### config.mk
export PLATFORM = sky130hd
export DESIGN_NAME = pfl_cfg_regs
export DESIGN_NICKNAME = d
export VERILOG_FILES = /design/src/sv/two_pool_page_free_list_allocator_unit_assert.svh /design/src/sv/pfl_pkg.sv /design/src/sv/pfl_cfg_regs.sv
export SDC_FILE = /design/constraint.sdc
export NUM_CORES = 1
export LEC_CHECK = 0
export ABC_CLOCK_PERIOD_IN_PS = 1550
export BUFFER_PORTS_ARGS = -buffer_cell sky130_fd_sc_hd__clkbuf_2
export CAP_MARGIN = 20
export CORE_ASPECT_RATIO = 1.25
export CORE_MARGIN = 2
export CORE_UTILIZATION = 51
export DETAILED_ROUTE_END_ITERATION = 8
export GPL_TIMING_DRIVEN = 0
export PLACE_DENSITY = 0.86
export SLEW_MARGIN = 20
export SYNTH_ARGS = -nofsm -noshare
export SYNTH_HDL_FRONTEND = slang
export SYNTH_SLANG_ARGS = --single-unit
### constraint.sdc
create_clock -name clk_i -period 1.55 [get_ports clk_i]
set_input_delay 0.155 -clock clk_i [delete_from_list [all_inputs] [get_ports clk_i]]
set_output_delay 0.155 -clock clk_i [all_outputs]
set_load 0.03 [all_outputs]
### src/sv/two_pool_page_free_list_allocator_unit_assert.svh
// Assertion macros shared by the page free list allocator modules.
// Each macro is a concurrent assertion on clk_i, off in reset, or else empty.
// Needs clk_i and rst_ni in the scope of the module that uses it.
`ifndef TWO_POOL_PAGE_FREE_LIST_ALLOCATOR_UNIT_ASSERT_SVH
`define TWO_POOL_PAGE_FREE_LIST_ALLOCATOR_UNIT_ASSERT_SVH
`ifndef SYNTHESIS
`define PFL_ASSERT(name, prop) \
  name: assert property (@(posedge clk_i) disable iff (!rst_ni) (prop)) \
    else $error("pfl assertion failed");
`define PFL_ASSERT_IMP(name, ante, cons) \
  name: assert property (@(posedge clk_i) disable iff (!rst_ni) (ante) |-> (cons)) \
    else $error("pfl implication failed");
`else
`define PFL_ASSERT(name, prop)
`define PFL_ASSERT_IMP(name, ante, cons)
`endif
`endif

### src/sv/pfl_pkg.sv
// Package of the page free list allocator: sizes, codes and shared types.
// Used by every module of the block but pfl_ram; depends on nothing.
`timescale 1ns / 1ps
`default_nettype none

package pfl_pkg;

  localparam int ADDR_W      = 40;
  localparam int SMALL_PAGES = 32768;
  localparam int SUPER_PAGES = 64;
  localparam int SMALL_SHIFT = 12;
  localparam int SUPER_SHIFT = 21;

  localparam int SMALL_PN_W  = ADDR_W - SMALL_SHIFT;
  localparam int SUPER_PN_W  = ADDR_W - SUPER_SHIFT;
  localparam int SMALL_AW    = (SMALL_PAGES > 1) ? $clog2(SMALL_PAGES) : 1;
  localparam int SUPER_AW    = (SUPER_PAGES > 1) ? $clog2(SUPER_PAGES) : 1;
  localparam int SMALL_TOP_W = $clog2(SMALL_PAGES + 1);
  localparam int SUPER_TOP_W = $clog2(SUPER_PAGES + 1);

  localparam int APB_AW = 5;
  localparam int APB_DW = 64;

  typedef enum logic [2:0] {
    MODE_ALLOC_SMALL = 3'd0,
    MODE_FREE_SMALL  = 3'd1,
    MODE_ALLOC_SUPER = 3'd2,
    MODE_FREE_SUPER  = 3'd3,
    MODE_INIT        = 3'd4
  } pfl_mode_e;

  typedef enum logic [1:0] {
    ST_OK    = 2'd0,
    ST_EMPTY = 2'd1,
    ST_BAD   = 2'd2
  } pfl_status_e;

  typedef enum logic [1:0] {
    REG_SMALL_START = 2'd0,
    REG_SUPER_BASE  = 2'd1,
    REG_PHYS_TOP    = 2'd2
  } pfl_reg_e;

  typedef enum logic [1:0] {
    S_IDLE,
    S_READ,
    S_INIT
  } pfl_state_e;

  typedef struct packed {
    logic [ADDR_W-1:0] small_start;
    logic [ADDR_W-1:0] super_base;
    logic [ADDR_W-1:0] phys_top;
  } pfl_cfg_t;

  typedef struct packed {
    logic [ADDR_W-1:0] page_address;
    pfl_status_e       status;
  } pfl_result_t;

  typedef struct packed {
    logic                  we;
    logic [SMALL_AW-1:0]   addr;
    logic [SMALL_PN_W-1:0] wdata;
  } pfl_small_req_t;

  typedef struct packed {
    logic                  we;
    logic [SUPER_AW-1:0]   addr;
    logic [SUPER_PN_W-1:0] wdata;
  } pfl_super_req_t;

endpackage

`default_nettype wire

### src/sv/pfl_cfg_regs.sv
// APB-style configuration registers of the page free list allocator.
// Depends on pfl_pkg for widths and register indexes.
`timescale 1ns / 1ps
`default_nettype none

module pfl_cfg_regs (
  input  wire logic                        clk_i,
  input  wire logic                        rst_ni,
  input  wire logic                        psel,
  input  wire logic                        penable,
  input  wire logic                        pwrite,
  input  wire logic [pfl_pkg::APB_AW-1:0]  paddr,
  input  wire logic [pfl_pkg::APB_DW-1:0]  pwdata,
  output logic      [pfl_pkg::APB_DW-1:0]  prdata,
  output logic                             pready,
  output pfl_pkg::pfl_cfg_t                cfg_o
);

  pfl_pkg::pfl_cfg_t cfg_q, cfg_d;
  logic              wr_en;
  logic [1:0]        reg_idx;

  assign pready  = 1'b1;
  assign wr_en   = psel && penable && pwrite && pready;
  assign reg_idx = paddr[pfl_pkg::APB_AW-1:3];
  assign cfg_o   = cfg_q;

  always_comb begin
    cfg_d = cfg_q;
    if (wr_en) begin
      case (reg_idx)
        pfl_pkg::REG_SMALL_START: cfg_d.small_start = pwdata[pfl_pkg::ADDR_W-1:0];
        pfl_pkg::REG_SUPER_BASE:  cfg_d.super_base  = pwdata[pfl_pkg::ADDR_W-1:0];
        pfl_pkg::REG_PHYS_TOP:    cfg_d.phys_top    = pwdata[pfl_pkg::ADDR_W-1:0];
        default:                  cfg_d             = cfg_q;
      endcase
    end
  end

  always_comb begin
    case (reg_idx)
      pfl_pkg::REG_SMALL_START: prdata = pfl_pkg::APB_DW'(cfg_q.small_start);
      pfl_pkg::REG_SUPER_BASE:  prdata = pfl_pkg::APB_DW'(cfg_q.super_base);
      pfl_pkg::REG_PHYS_TOP:    prdata = pfl_pkg::APB_DW'(cfg_q.phys_top);
      default:                  prdata = '0;
    endcase
  end

  always_ff @(posedge clk_i or negedge rst_ni) begin
    if (!rst_ni) begin
      cfg_q.small_start <= pfl_pkg::ADDR_W'(64'h0_8000_0000);
      cfg_q.super_base  <= pfl_pkg::ADDR_W'(64'h0_8600_0000);
      cfg_q.phys_top    <= pfl_pkg::ADDR_W'(64'h0_8800_0000);
    end else begin
      cfg_q <= cfg_d;
    end
  end

endmodule

`default_nettype wire

### Word level (Yosys, flattened, before mapping)

Index checks and enable logic that the tools add are counted.

* multiplexer cells: 1
* reduce and logical (&&, ||, !) cells: 6
* eq/ne operators: 2

Operators with widths (number)
* one-hot mux 40 bit (3 select lines): 1
* AND reduction 2 bit: 3
* == test 2 x 1 -> 1 bit (second input constant): 1
* == test 2 bit (second input constant): 1
* logical AND 1 bit: 2
* zero test 2 bit: 1

* bits in registers: 120
* output and inout port bits: 185
* input port bits: 74

### Depth between registers and ports, before layout

Gate-level depths: netlist (run 1).

* depth after elaboration: 3
* gate-level depth with buffers: 5

### Worst setup path before layout (run 1)

No wires, ideal clock.

* kind: reg2out
* start point: reg cfg_q, in the netlist cfg_o[65]
* end point: out prdata[25] (netlist name)
* path buffers: 0
* required time: 1.395 ns
* path slack: -0.005 ns
* arrival: 1.400 ns
* cell stages (with the launch flop): 3
* path through: dfstp_2 -> mux2i_1 -> o21ai_0

* word-level cells in the longest chain between the ends: 1

RTL lines
* start, declared: RTL line pfl_cfg_regs.sv:19 `pfl_pkg::pfl_cfg_t cfg_q, cfg_d;`
* start signal, assigned: RTL line pfl_cfg_regs.sv:55 `cfg_q <= cfg_d;`
* one-hot mux 40 bit (3 select lines): RTL line pfl_cfg_regs.sv:41 `case (reg_idx)`
* end, declared: RTL line pfl_cfg_regs.sv:14 `output logic [pfl_pkg::APB_DW-1:0] prdata,`

No other way between the ends.

### Final worst setup path (run 1)

* start point: reg cfg_q, in the netlist cfg_o[71]
* end point: out prdata[31] (netlist name)

Same word-level chain as after synthesis.

==> results.md, run 1 <==
- The run finished with clean final reports.
- For this run the aggregate overflow at the end of global routing stands at 0.
- Setup repair after global routing could not meet its margin everywhere.
- The average wire per cell in the routed design is 17.8 um.
- The worst hold path begins at pwdata[10].
- The design internal power is 7.90 mW.
- In this run the horizontal extent of the chip is 98.0 um.
- Counting cells, the worst reg-to-reg path comes to 1.
- Port buffering added 205 buffers.
- The maximum single-stage delay on the critical path is 0.55 ns.
- The count of unique library cells instantiated by Yosys is 18.
- The residual antenna-violating net count after detailed routing is 0.
- Power spread over the standard cell area amounts to 1680 mW/mm^2.
- The number of buffers and inverters on the critical path is 1.
- By area the synthesized netlist is led by sky130_fd_sc_hd__dfrtp_1, sky130_fd_sc_hd__mux2_2, sky130_fd_sc_hd__mux2_4, sky130_fd_sc_hd__mux2i_1, sky130_fd_sc_hd__o21ai_0.
- The ratio of cells with drive above 1 in the final layout is 59.4%.
- The final standard cell area without fillers is 0.00760 sq mm.
- The clock tree synthesis step divided the H-tree into 4 levels.
- The static power due to leakage is 4.03 nW.
- The number of maximum-capacitance constraint violations is 0.
- The path with the worst hold slack has its endpoint at cfg_o[50]$_DFFE_PN0P_.
- The yosys synthesis warning count is 0.
- After synthesis, the share of cell area in mux cells is 33.7%.
- The finished layout holds 816 standard cells, fillers aside.
- Based on the critical path, the design can be clocked at up to 0.674 GHz.
- The count of endpoints failing hold in the final timing report is 0.
- The count of endpoints failing setup in the final report is 0.
- Summing every instance area after synthesis gives 0.00564 sq mm.
- Wires add up to 14.6 mm.
- The cell count after synthesis came out at 418.
- TritonCTS built the clock tree.
- The number of flops mapped to enable cells by yosys is 0.
- Of the total power, the clock network draws 29.3%.
- The clock transition time at the flip-flop clock pins of the worst setup and hold paths is 0.05 ns.
- The endpoint of the worst-slack reg-to-reg timing path is cfg_o[116]$_DFFE_PN0P_.
- The congestion estimate from routability-driven global placement came to 0.780.
- In this run the worst path has a maximum fanout of 3.
- The number of nets in the final layout is 746.
- In this run the critical register-to-register path is launched from cfg_o[116]$_DFFE_PN0P_.
- The pin count of the biggest net entering global routing is 62.
- At the later pin of the worst-skew pair, clock insertion delay measures 0.40 ns.
- The number of diodes is 0.
- Counting flops and latches in the post-synthesis netlist gives 120.
- The reported net switching power is 4.88 mW.
- The dominant cell by count in the synthesized netlist is sky130_fd_sc_hd__dfrtp_1.
- The floorplan has 42 rows.
- At the worst endpoint, the arrival time is 1.33 ns.
- Among all stages on the critical path, the largest delay is contributed by sky130_fd_sc_hd__dfstp_2.
- The share of power burned in registers is 35.6%.
- The worst setup path is captured at an output port.
- The clock net sink count is 120.
- The mean number of vias per cell is 5.23.
- A synthesized cell averages 13.5 sq um.
- The shortest period the worst path allows is 1.48 ns.
- The max-slew violation count is 0.
- The adder and majority cell fraction of the synthesized area is 0%.
- The starting density of the core is 52.8%.
- The number of top-level design ports is 259.
- Across all hold checks on the routed design, the worst slack comes to 0.0150 ns.
- The share of total power dissipated in combinational logic is 35.2%.
- The commonest cells after synthesis are sky130_fd_sc_hd__dfrtp_1, sky130_fd_sc_hd__mux2_2.
- The first routing iteration left 151 violations.
- The placed instances occupy a cell area of 0.00695 sq mm.
- The fraction of synthesized cell area taken by the top area cell type is 50.6%.
- Broken down by cell family, the worst path's largest delay share belongs to flip-flops.
- The clock arrives with 0 ns of skew.
- The parity-gate share of the synthesized area counting xor and xnor cells is 0%.
- The number of flip-flops in the largest register is 120.
- The number of global-route vias before repair is 4390.
- For this run, the leading register cell type out of synthesis is sky130_fd_sc_hd__dfrtp_1.
- The synthesized netlist devotes 3.55% of its cell area to compound gates.
- The critical path is of the register to output port type.
- Setup slack on the worst reg-to-reg path comes out at 0.71 ns.
- The worst-case IR drop observed on VDD is 0.00117 V.
- The final HPWL from detailed placement is 10.2 mm.
- The number of buffers inserted during clock tree synthesis is 17.
- After synthesis, the largest family of logic cells by area is multiplexers.
- The setup TNS is 0 ns.
- The post-layout worst setup margin is 0.0654 ns.
- The worst hold path passes through 2 cells.
- Traced cell by cell, the critical path runs through mux2i_1, o21ai_1, buf_4.
- The die covers 0.0119 sq mm.
- The switching part of the total power is 38.2%.
- The part of the cycle the worst path needs is 95.8%.
- From bottom edge to top edge, the die measures 122 um.
- The clock tree root buffer cell is sky130_fd_sc_hd__clkbuf_16.
- The total vias in the final route is 4266.
- The layout overhead on the synthesized area is 34.8%.
- The number of antenna violations at the first check in global routing is 0.
- The proportion of register bits with asynchronous set or reset after synthesis is 100%.
- The required time at the worst-slack endpoint is 1.39 ns.
- The number of placed instances, taps included is 779.
- The fraction of the yosys area taken by sequential cells is 53.4%.
- The number of detailed-routing iterations run before antenna repair is 4.
- The largest total area in the synthesized netlist belongs to sky130_fd_sc_hd__dfrtp_1.
- The total routing usage reported by global routing is 24.6%.
- The first-pass GRT wire length is 22.8 mm.
- The clock tree buffer depth is 2.
- The type of the most critical hold path is input pin to register.
- The total DRC errors in the routed layout is 0.
- The worst setup path is launched from a register.
- In this run the standard cell core region covers 0.0107 sq mm.
- The post-synthesis share of cell area spent on and, or, nand and nor gates is 3.24%.
- The post-placement setup slack is -0.247 ns.
==> how the worst max path moves through the flow <==
stage | startpoint | endpoint | slack (ns) | cells past startpoint
floorplan | cfg_o[71]$_DFFE_PN1P_ | prdata[31] | 0.001 | 2
global placement | rst_ni | cfg_o[96]$_DFFE_PN0P_ | -1.27 | 1
detailed placement | paddr[4] | prdata[23] | -0.25 | 6
CTS | cfg_o[66]$_DFFE_PN1P_ | prdata[26] | 0.01 | 3
global route | cfg_o[65]$_DFFE_PN1P_ | prdata[25] | -0.01 | 3
finish | cfg_o[71]$_DFFE_PN1P_ | prdata[31] | 0.07 | 3
==> cell families (layout without fill, tap and decap cells) <==
family,count (synthesis),in the layout
AO/OA/AOI/OAI,40,40
buffers and inverters,51,294
AND/OR/NAND/NOR,45,45
multiplexers,160,160
flip-flops,120,120
other,2,25
==> metrics by stage <==
stage               util, %  power [mW]
floorplan                 -        7.58
global placement       64.8        8.90
detailed placement     65.1        9.05
CTS                    71.0        12.8
global route           71.2        13.3
finish                 71.2        12.8
==> power groups by stage <==
stage | logic, mW | registers [mW] | clock network, mW
2_1_floorplan | 1.67 | 5.91 | 0
3_3_place_gp | 4.38 | 4.52 | 0
3_5_place_dp | 4.48 | 4.57 | 0
4_1_cts | 4.51 | 4.54 | 3.79
5_1_grt | 4.74 | 4.64 | 3.93
6_report | 4.50 | 4.55 | 3.74
==> final cells by class <==
class | instances | area, sq um
plain buffers | 51 | 343
flip-flops and latches | 120 | 3010
fillers | 761 | 3070
well taps | 132 | 165
multi-input cells | 270 | 2380
clock inverters | 9 | 100
repair buffers | 212 | 1130
clock buffers | 22 | 464
==> cell usage in the layout (no fill, tap or decap), types with 4 or more instances in the layout <==
cell type	n
sky130_fd_sc_hd__buf_2	15
sky130_fd_sc_hd__buf_4	31
sky130_fd_sc_hd__buf_6	4
sky130_fd_sc_hd__clkbuf_1	7
sky130_fd_sc_hd__clkbuf_16	17
sky130_fd_sc_hd__clkbuf_2	200
sky130_fd_sc_hd__clkinv_2	5
sky130_fd_sc_hd__conb_1	25
sky130_fd_sc_hd__dfrtp_1	114
sky130_fd_sc_hd__dfstp_2	6
sky130_fd_sc_hd__dlygate4sd3_1	5
sky130_fd_sc_hd__mux2_2	77
sky130_fd_sc_hd__mux2_4	40
sky130_fd_sc_hd__mux2i_1	40
sky130_fd_sc_hd__nand2_1	40
sky130_fd_sc_hd__o21ai_0	37
==> timing repair <==
item / 4_1_cts / 5_1_grt
endpoints found under the setup margin: 40 / 40
buffers inserted: 0 / 1
resized for setup: 8 / 13
hold buffers: 5 / 0
endpoints found under the hold margin: 60 / 0
==> per-layer routing <==
metal	global-route usage (%)	vias to the layer above	wire, um
li1	-	1926	-
met1	29.7	2125	5850
met2	42.1	186	7540
met3	5.53	29	842
met4	11.0	0	316
met5	0	-	0
Power figures use the tool's default switching activity.
==> inputs of run 2 (changes only) <==
--- a/config.mk
+++ b/config.mk
@@ -5,15 +5,16 @@
 export SDC_FILE = /design/constraint.sdc
 export NUM_CORES = 1
 export LEC_CHECK = 0
+export ABC_AREA = 1
 export ABC_CLOCK_PERIOD_IN_PS = 1550
 export BUFFER_PORTS_ARGS = -buffer_cell sky130_fd_sc_hd__clkbuf_2
 export CAP_MARGIN = 20
 export CORE_ASPECT_RATIO = 1.25
 export CORE_MARGIN = 2
-export CORE_UTILIZATION = 51
+export CORE_UTILIZATION = 50
 export DETAILED_ROUTE_END_ITERATION = 8
 export GPL_TIMING_DRIVEN = 0
-export PLACE_DENSITY = 0.86
+export PLACE_DENSITY = 0.85
 export SLEW_MARGIN = 20
 export SYNTH_ARGS = -nofsm -noshare
 export SYNTH_HDL_FRONTEND = slang
==> results.md, run 2 <==
- The clock net sink count is 120 (unchanged).
- The shortest period the worst path allows came to 1.49 ns (+0.00638 ns).
- The pin count of the biggest net entering global routing was 70 (+13%).
- The first-pass GRT wire length is 27.4 mm (+20%).
- The area of the mapped netlist is 0.00545 sq mm (-3.3%).
- The max-slew violation count is 0 (unchanged).
- The parity-gate share of the synthesized area counting xor and xnor cells is 0% (unchanged).
- The number of antenna violations at the first check in global routing came to 0 (unchanged).
- The number of cell instances on the worst register-to-register path was 2 (+1).
- The clock transition time at the flip-flop clock pins of the worst setup and hold paths is 0.06 ns (about the same).
- The post-place instance area came to 0.00677 sq mm (-2.6%).
- The count of unique library cells instantiated by Yosys is 11 (-7).
- Leaving out fill and tap cells, the most frequent cell in the layout is sky130_fd_sc_hd__nand2_1.
- The number of synthesized register bits came to 120 (unchanged).
- The post-synthesis compound-gate area fraction was 0% (-3.6 points).
- The total number of H-tree levels is 4 (unchanged).
- The combined area of the multi-input logic cells is 0.00215 sq mm (-9.9%).
- STA classifies the critical path endpoint as an output port.
- The final cell count without fillers was 1157 (+42%).
- Ranked by instance count, the synthesized netlist is headed by sky130_fd_sc_hd__nand2_1, sky130_fd_sc_hd__dfrtp_1, sky130_fd_sc_hd__nand3_1, sky130_fd_sc_hd__buf_2, sky130_fd_sc_hd__buf_4.
- The residual antenna-violating net count after detailed routing is 0 (unchanged).
- The predominant post-synthesis flop cell is sky130_fd_sc_hd__dfrtp_1.
- The initial detailed-routing violation count came to 378 (+150%).
- The total DRC errors in the routed layout is 0 (unchanged).
- Setup repair after global routing left no endpoint under its margin.
- The number of nets in the final layout is 1085 (+45%).
- The count of port buffers added during placement came to 206 (+0.49%).
- The mean number of vias per cell is 4.97 (-5.0%).
- The clock tree buffer depth was 2 (unchanged).
- The clock tree root buffer cell is sky130_fd_sc_hd__clkbuf_16.
- The number of flops mapped to enable cells by yosys is 0 (unchanged).
- The placeable core area came to 0.0106 sq mm (-0.49%).
- The layout overhead on the synthesized area is 42.7%.
- The register cell area after layout is 0.00301 sq mm (unchanged).
- The number of maximum-capacitance constraint violations was 0 (unchanged).
- The dominant cell by count in the synthesized netlist is sky130_fd_sc_hd__nand2_1.
- The total routing usage reported by global routing is 29.7% (+5.1 points).
- The total congestion overflow after global routing is 0 (unchanged).
- After synthesis, the cell types taking the most area are sky130_fd_sc_hd__dfrtp_1, sky130_fd_sc_hd__nand2_1, sky130_fd_sc_hd__nand3_1, sky130_fd_sc_hd__buf_4, sky130_fd_sc_hd__dfstp_2.
- The fraction of synthesized cell area taken by the top area cell type came to 52.4% (+1.7 points).
- The ratio of cells with drive above 1 in the final layout was 30.0% (-29 points).
- The worst-case register-to-register setup slack is 0.83 ns (+0.12 ns).
- The average wire per cell in the routed design came to 15.0 um (-16%).
- The number of global-route vias before repair is 5432 (+24%).
- The starting density of the core is 51.3% (-1.5 points).
- The adder and majority cell fraction of the synthesized area is 0% (unchanged).
- The proportion of register bits with asynchronous set or reset after synthesis is 100% (unchanged).
- The total power came to 12.0 mW (-5.8%).
- The maximum net fanout on the critical path is 10 (+7).
- The number of detailed-routing iterations run before antenna repair is 5 (+1).
- The final worst clock skew was 0 ns (unchanged).
- The final HPWL from detailed placement is 11.2 mm (+10%).
- The part of the cycle the worst path needs is 96.2% (+0.41 points).
- The post-synthesis share of cell area spent on and, or, nand and nor gates is 37.7% (+34 points).
- The library cell occupying the most area in the post-synthesis netlist is sky130_fd_sc_hd__dfrtp_1.
- The clock insertion delay at the later pin of the skew report is 0.41 ns (about the same).
- The timing-limited maximum frequency is 0.671 GHz (-0.43%).
- In the layout the commonest cells are sky130_fd_sc_hd__nand2_1, sky130_fd_sc_hd__clkbuf_2, sky130_fd_sc_hd__dfrtp_1.
- The floorplan row count came to 42 (unchanged).
- The count of endpoints failing setup in the final report is 0 (unchanged).
- The number of top-level design ports is 259 (unchanged).
- The number of flip-flops in the largest register is 120 (unchanged).
- The yosys synthesis warning count is 0 (unchanged).
- The worst setup path is launched from an input pin.
- The die footprint was 0.0118 sq mm (-1.3%).
- The horizontal die dimension is 97.4 um (-0.66%).
- The number of placed instances, taps included is 1083 (+39%).
- The synthesized area per cell is 7.56 sq um (-44%).
- The post-synthesis mux area share is 0% (-34 points).
- The die extent in y is 121 um (-0.67%).
- The run finished with clean final reports.
- TritonCTS built the clock tree.
- In this run the critical register-to-register path is launched from cfg_o[66]$_DFFE_PN1P_.
- The number of instances in the synthesized netlist is 721 (+72%).
- The static power due to leakage was 4.61 nW (+14%).
- The number of filler cells placed in the layout is 874 (+15%).
- The final standard cell area without fillers is 0.00778 sq mm (+2.4%).
- The final wirelength is 17.3 mm (+19%).
- The worst vdd rail ir drop is 0.000900 V (-23%).
- The routability congestion estimate from global placement was 0.821 (+5.2%).
- The worst path arrival time came to 1.34 ns (about the same).
- The total vias in the final route was 5748 (+35%).
- In this run the worst hold path is classified as input pin to asynchronous set/reset pin.
- The required time at the worst-slack endpoint is 1.39 ns (about the same).
- The fraction of the yosys area taken by sequential cells is 55.2% (+1.8 points).
- The count of endpoints failing hold in the final timing report was 0 (unchanged).
- The number of buffers inserted during clock tree synthesis was 17 (unchanged).
- The endpoint of the worst-slack reg-to-reg timing path is cfg_o[66]$_DFFE_PN1P_.
- The power density normalized to cell area is 1550 mW/mm^2 (-8.0%).
- The critical path class is input pin to output port.
- After synthesis, the largest family of logic cells by area is simple AND/OR/NAND/NOR gates.
-- run 2: cell count changes after synthesis, moves of 2 or more --
cell / delta
sky130_fd_sc_hd__nand3_1: +40
sky130_fd_sc_hd__o21ai_0: -40
sky130_fd_sc_hd__nor2_1: +5
sky130_fd_sc_hd__mux2i_1: -40
sky130_fd_sc_hd__buf_2: +16
sky130_fd_sc_hd__mux2_1: -3
sky130_fd_sc_hd__buf_6: -4
sky130_fd_sc_hd__inv_2: +4
sky130_fd_sc_hd__nand2_1: +447
sky130_fd_sc_hd__mux2_4: -40
sky130_fd_sc_hd__clkbuf_1: -2
sky130_fd_sc_hd__mux2_2: -77
-- run 2: worst max-delay path by stage --
stage | startpoint | to | cells after the start
after floorplan | cfg_o[65]$_DFFE_PN1P_ | prdata[25] | 2
final | paddr[4] | prdata[21] | 6
after CTS | paddr[3] | prdata[21] | 8
after detailed placement | paddr[4] | prdata[33] | 8
after global placement | rst_ni | cfg_o[74]$_DFFE_PN0P_ | 1
after global routing | cfg_o[31]$_DFFE_PN1P_ | prdata[31] | 3
-- run 2: worst max-delay path, cell delays in order --
cell	delay, ns
sky130_fd_sc_hd__clkbuf_2	0.10
sky130_fd_sc_hd__nor2_1	0.32
sky130_fd_sc_hd__buf_2	0.33
sky130_fd_sc_hd__nand2_1	0.09
sky130_fd_sc_hd__nand3_1	0.12
sky130_fd_sc_hd__clkbuf_2	0.22
-- run 2: routing by layer --
metal / track usage, % / share of wire, %
met4: 13.7 / 3.2
met3: 6.82 / 6.9
met1: 35.6 / 37
met2: 51.0 / 53
met5: 0 / 0
-- run 2: cell type report --
class                   count  share of cell area [%]
flip-flops and latches    120                    38.7
well taps                 132                    2.12
inverters                   5                   0.241
diodes                      1                  0.0322
clock buffers              24                    6.32
repair buffers            248                    19.0
plain buffers              61                    4.76
multi-input cells         558                    27.6
clock inverters             8                    1.22
-- run 2: metrics by stage --
step	setup TNS [ns]	setup WS, ns	util [%]	hold WS, ns
after floorplan	0	0.442	-	-0.141
after global placement	-161.03	-1.39	63.4	0.372
after detailed placement	-0.470	-0.0765	63.8	0.139
after CTS	0	0.0174	73.2	0.272
after global routing	0	0.0205	73.2	0.302
final	0	0.0590	73.3	0.257
-- run 2: what timing repair did --
action / 4_1_cts / 5_1_grt
cloned: 0 / 0
hold buffers: 41 / 0
hold endpoints to repair: 161 / 0
resized for setup: 3 / 7
endpoints found under the setup margin: 12 / 19
buffers inserted: 0 / 0
-- run 2: where the power goes --
group / switching (mW) / internal [mW]
Sequential: 0.569 / 3.81
Combinational: 2.75 / 1.04
Clock: 1.36 / 2.52
-- run 2: cell families (layout without fill, tap and decap cells) --
logic type	after synthesis	in the layout
buffers and inverters	66	346
flip-flops	120	120
other	2	26
AND/OR/NAND/NOR	533	533
==> inputs of run 3 (changes only) <==
--- a/config.mk
+++ b/config.mk
@@ -9,7 +9,6 @@
 export ABC_CLOCK_PERIOD_IN_PS = 1550
 export BUFFER_PORTS_ARGS = -buffer_cell sky130_fd_sc_hd__clkbuf_2
 export CAP_MARGIN = 20
-export CORE_ASPECT_RATIO = 1.25
 export CORE_MARGIN = 2
 export CORE_UTILIZATION = 50
 export DETAILED_ROUTE_END_ITERATION = 8
==> results.md, run 3 (same netlist as run 2, synthesis figures left out) <==
- The power share of the clock group is 33.1% (+0.9 points).
- The number of top-level design ports came to 259 (unchanged).
- The number of antenna violations at the first check in global routing is 0 (unchanged).
- The count of endpoints failing setup in the final report is 0 (unchanged).
- The starting density of the core came to 50.7% (-0.62 points).
- The worst path arrival time is 1.33 ns (about the same).
- The power density normalized to cell area is 1560 mW/mm^2 (+0.56%).
- The total congestion overflow after global routing is 0 (unchanged).
- The number of diodes was 0 (-1).
- The placeable core area is 0.0107 sq mm (+1.2%).
- The clock net sink count is 120 (unchanged).
- The number of nets in the final layout is 1085 (unchanged).
- The total vias in the final route is 5690 (-1.0%).
- The timing-limited maximum frequency is 0.672 GHz (+0.15%).
- The residual antenna-violating net count after detailed routing came to 0 (unchanged).
- The max-slew violation count is 0 (unchanged).
- The part of the cycle the worst path needs was 96.1% (-0.14 points).
- In the layout the commonest cells are sky130_fd_sc_hd__nand2_1, sky130_fd_sc_hd__clkbuf_2, sky130_fd_sc_hd__dfrtp_1.
- The number of maximum-capacitance constraint violations is 0 (unchanged).
- The setup TNS was 0 ns (unchanged).
- The final core utilization is 73.2% (-0.084 points).
- The number of flip-flops in the largest register was 120 (unchanged).
- The count of port buffers added during placement is 206 (unchanged).
- The final wirelength is 17.1 mm (-1.3%).
- The flow ran to the end, and the final reports show no timing, DRC or antenna violations.
- The total DRC errors in the routed layout is 0 (unchanged).
- The count of endpoints failing hold in the final timing report is 0 (unchanged).
- The share of power burned in registers is 35.6% (-0.7 points).
- The pin count of the biggest net entering global routing is 62 (-11%).
- The number of global-route vias before repair was 5453 (+0.39%).
- The floorplan row count is 38 (-9.5%).
- STA classifies the critical path startpoint as a register.
- The first-pass GRT wire length came to 26.9 mm (-1.8%).
- The final worst clock skew is 0 ns (unchanged).
- The static power due to leakage is 4.65 nW (+0.84%).
- The required time at the worst-slack endpoint is 1.39 ns (about the same).
- The final HPWL from detailed placement is 11.2 mm (+0.40%).
- The horizontal die dimension is 108 um (+11%).
- The type of the most critical hold path is input pin to asynchronous set/reset pin.
- The average wire per cell in the routed design was 14.7 um (-1.9%).
- By startpoint and endpoint, the worst setup path is classified as register to output port.
- The total number of H-tree levels is 4 (unchanged).
- The number of filler cells placed in the layout was 866 (-0.92%).
- The tree is rooted in a sky130_fd_sc_hd__clkbuf_8.
- The clock insertion delay at the later pin of the skew report is 0.50 ns (+0.09 ns).
- The ratio of cells with drive above 1 in the final layout is 30.6% (+0.59 points).
- The number of buffers inserted during clock tree synthesis is 17 (unchanged).
- The die footprint was 0.0117 sq mm (about the same).
- The reported net switching power is 4.73 mW (+0.98%).
- Relative to the synthesized area, the layout overhead comes to 44.3%.
- The combinational cell fraction of total power came to 31.3% (about the same).
- The switching part of the total power is 38.6% (-0.27 points).
- The post-place instance area is 0.00678 sq mm (+0.15%).
- The final standard cell area without fillers came to 0.00786 sq mm (+1.1%).
- The worst register-to-register path begins at cfg_o[65]$_DFFE_PN1P_.
- The number of detailed-routing iterations run before antenna repair is 7 (+2).
- The initial detailed-routing violation count is 404 (+6.9%).
- The CTS tree is yes.
- The clock transition time at the flip-flop clock pins of the worst setup and hold paths was 0.06 ns (about the same).
- The critical path starts at cfg_o[65]$_DFFE_PN1P_.
- The total routing usage reported by global routing came to 29.9% (+0.19 points).
- The element type at the critical path end is an output port.
- The die extent in y is 108 um (-10%).
- The count of buffers added by post-CTS timing repair for setup is 0 (unchanged).
- The clock tree buffer depth was 2 (unchanged).
- The mean number of vias per cell is 4.89 (-1.6%).
- The maximum net fanout on the critical path is 3 (-7).
- The routability congestion estimate from global placement is 0.796 (-3.1%).
- The worst vdd rail ir drop is 0.000885 V (-1.7%).
- The library cell used most frequently in the layout, excluding fill and tap cells, is sky130_fd_sc_hd__nand2_1.
- The design internal power is 7.52 mW (+2.1%).
- The shortest period the worst path allows is 1.49 ns (-0.00220 ns).
- Setup repair after global routing could not meet its margin everywhere.
==> run 3: critical path: stages (launching register included) <==
cell                       delay, ns
sky130_fd_sc_hd__dfstp_2        0.54
sky130_fd_sc_hd__nand2_1        0.06
sky130_fd_sc_hd__nand3_2        0.08
sky130_fd_sc_hd__clkbuf_8       0.15
==> run 3: path summary, 6_finish.rpt <==
check                      slack, ns  cells after the start               endpoint
min                             0.20                      2  cfg_o[12]$_DFFE_PN0P_
max in group asynchronous       0.64                      3  cfg_o[27]$_DFFE_PN1P_
max                             0.06                      3             prdata[25]
min reg2reg                     0.48                      2  cfg_o[66]$_DFFE_PN1P_
max reg2reg                     0.82                      2  cfg_o[65]$_DFFE_PN1P_
min in group clk_i              0.28                      7  cfg_o[85]$_DFFE_PN0P_
==> run 3: layout make-up <==
type | instances | area, sq um | share of cell area [%]
Multi-Input combinational cell | 558 | 2170 | 27.6
Buffer | 61 | 368 | 4.68
Timing Repair Buffer | 248 | 1510 | 19.2
Inverter | 5 | 18.8 | 0.239
Clock inverter | 12 | 175 | 2.23
Sequential cell | 120 | 3010 | 38.3
Tap cell | 140 | 175 | 2.23
Clock buffer | 20 | 435 | 5.54
==> run 3: repair_timing <==
action,4_1_cts,5_1_grt
hold buffers,41,0
pin swaps,2,1
resized for setup,11,15
hold endpoints to repair,180,0
setup endpoints to repair,15,31
==> run 3: metal layers <==
metal,share of wire (%),GRT usage [%]
met1,40,37.5
met2,51,51.5
met3,6.5,5.30
met4,2.0,11.6
met5,0,0
==> run 3: power by group through the flow <==
stage | registers, mW | clock network, mW | logic (mW)
final | 4.36 | 4.05 | 3.84
after floorplan | 5.59 | 0 | 1.21
after CTS | 4.35 | 4.10 | 3.82
after global routing | 4.44 | 4.25 | 4.12
after detailed placement | 4.38 | 0 | 3.70
after global placement | 4.37 | 0 | 3.61
==> run 3: stage by stage <==
stage,power [mW],instances,setup slack [ns],hold slack [ns]
5_1_grt,12.8,1164,-0.00916,0.253
3_5_place_dp,8.08,1091,-0.0308,0.168
4_1_cts,12.3,1164,-0.00880,0.186
3_3_place_gp,7.98,1090,-1.40,0.366
6_report,12.2,1164,0.0612,0.202
2_1_floorplan,6.80,744,0.442,-0.141
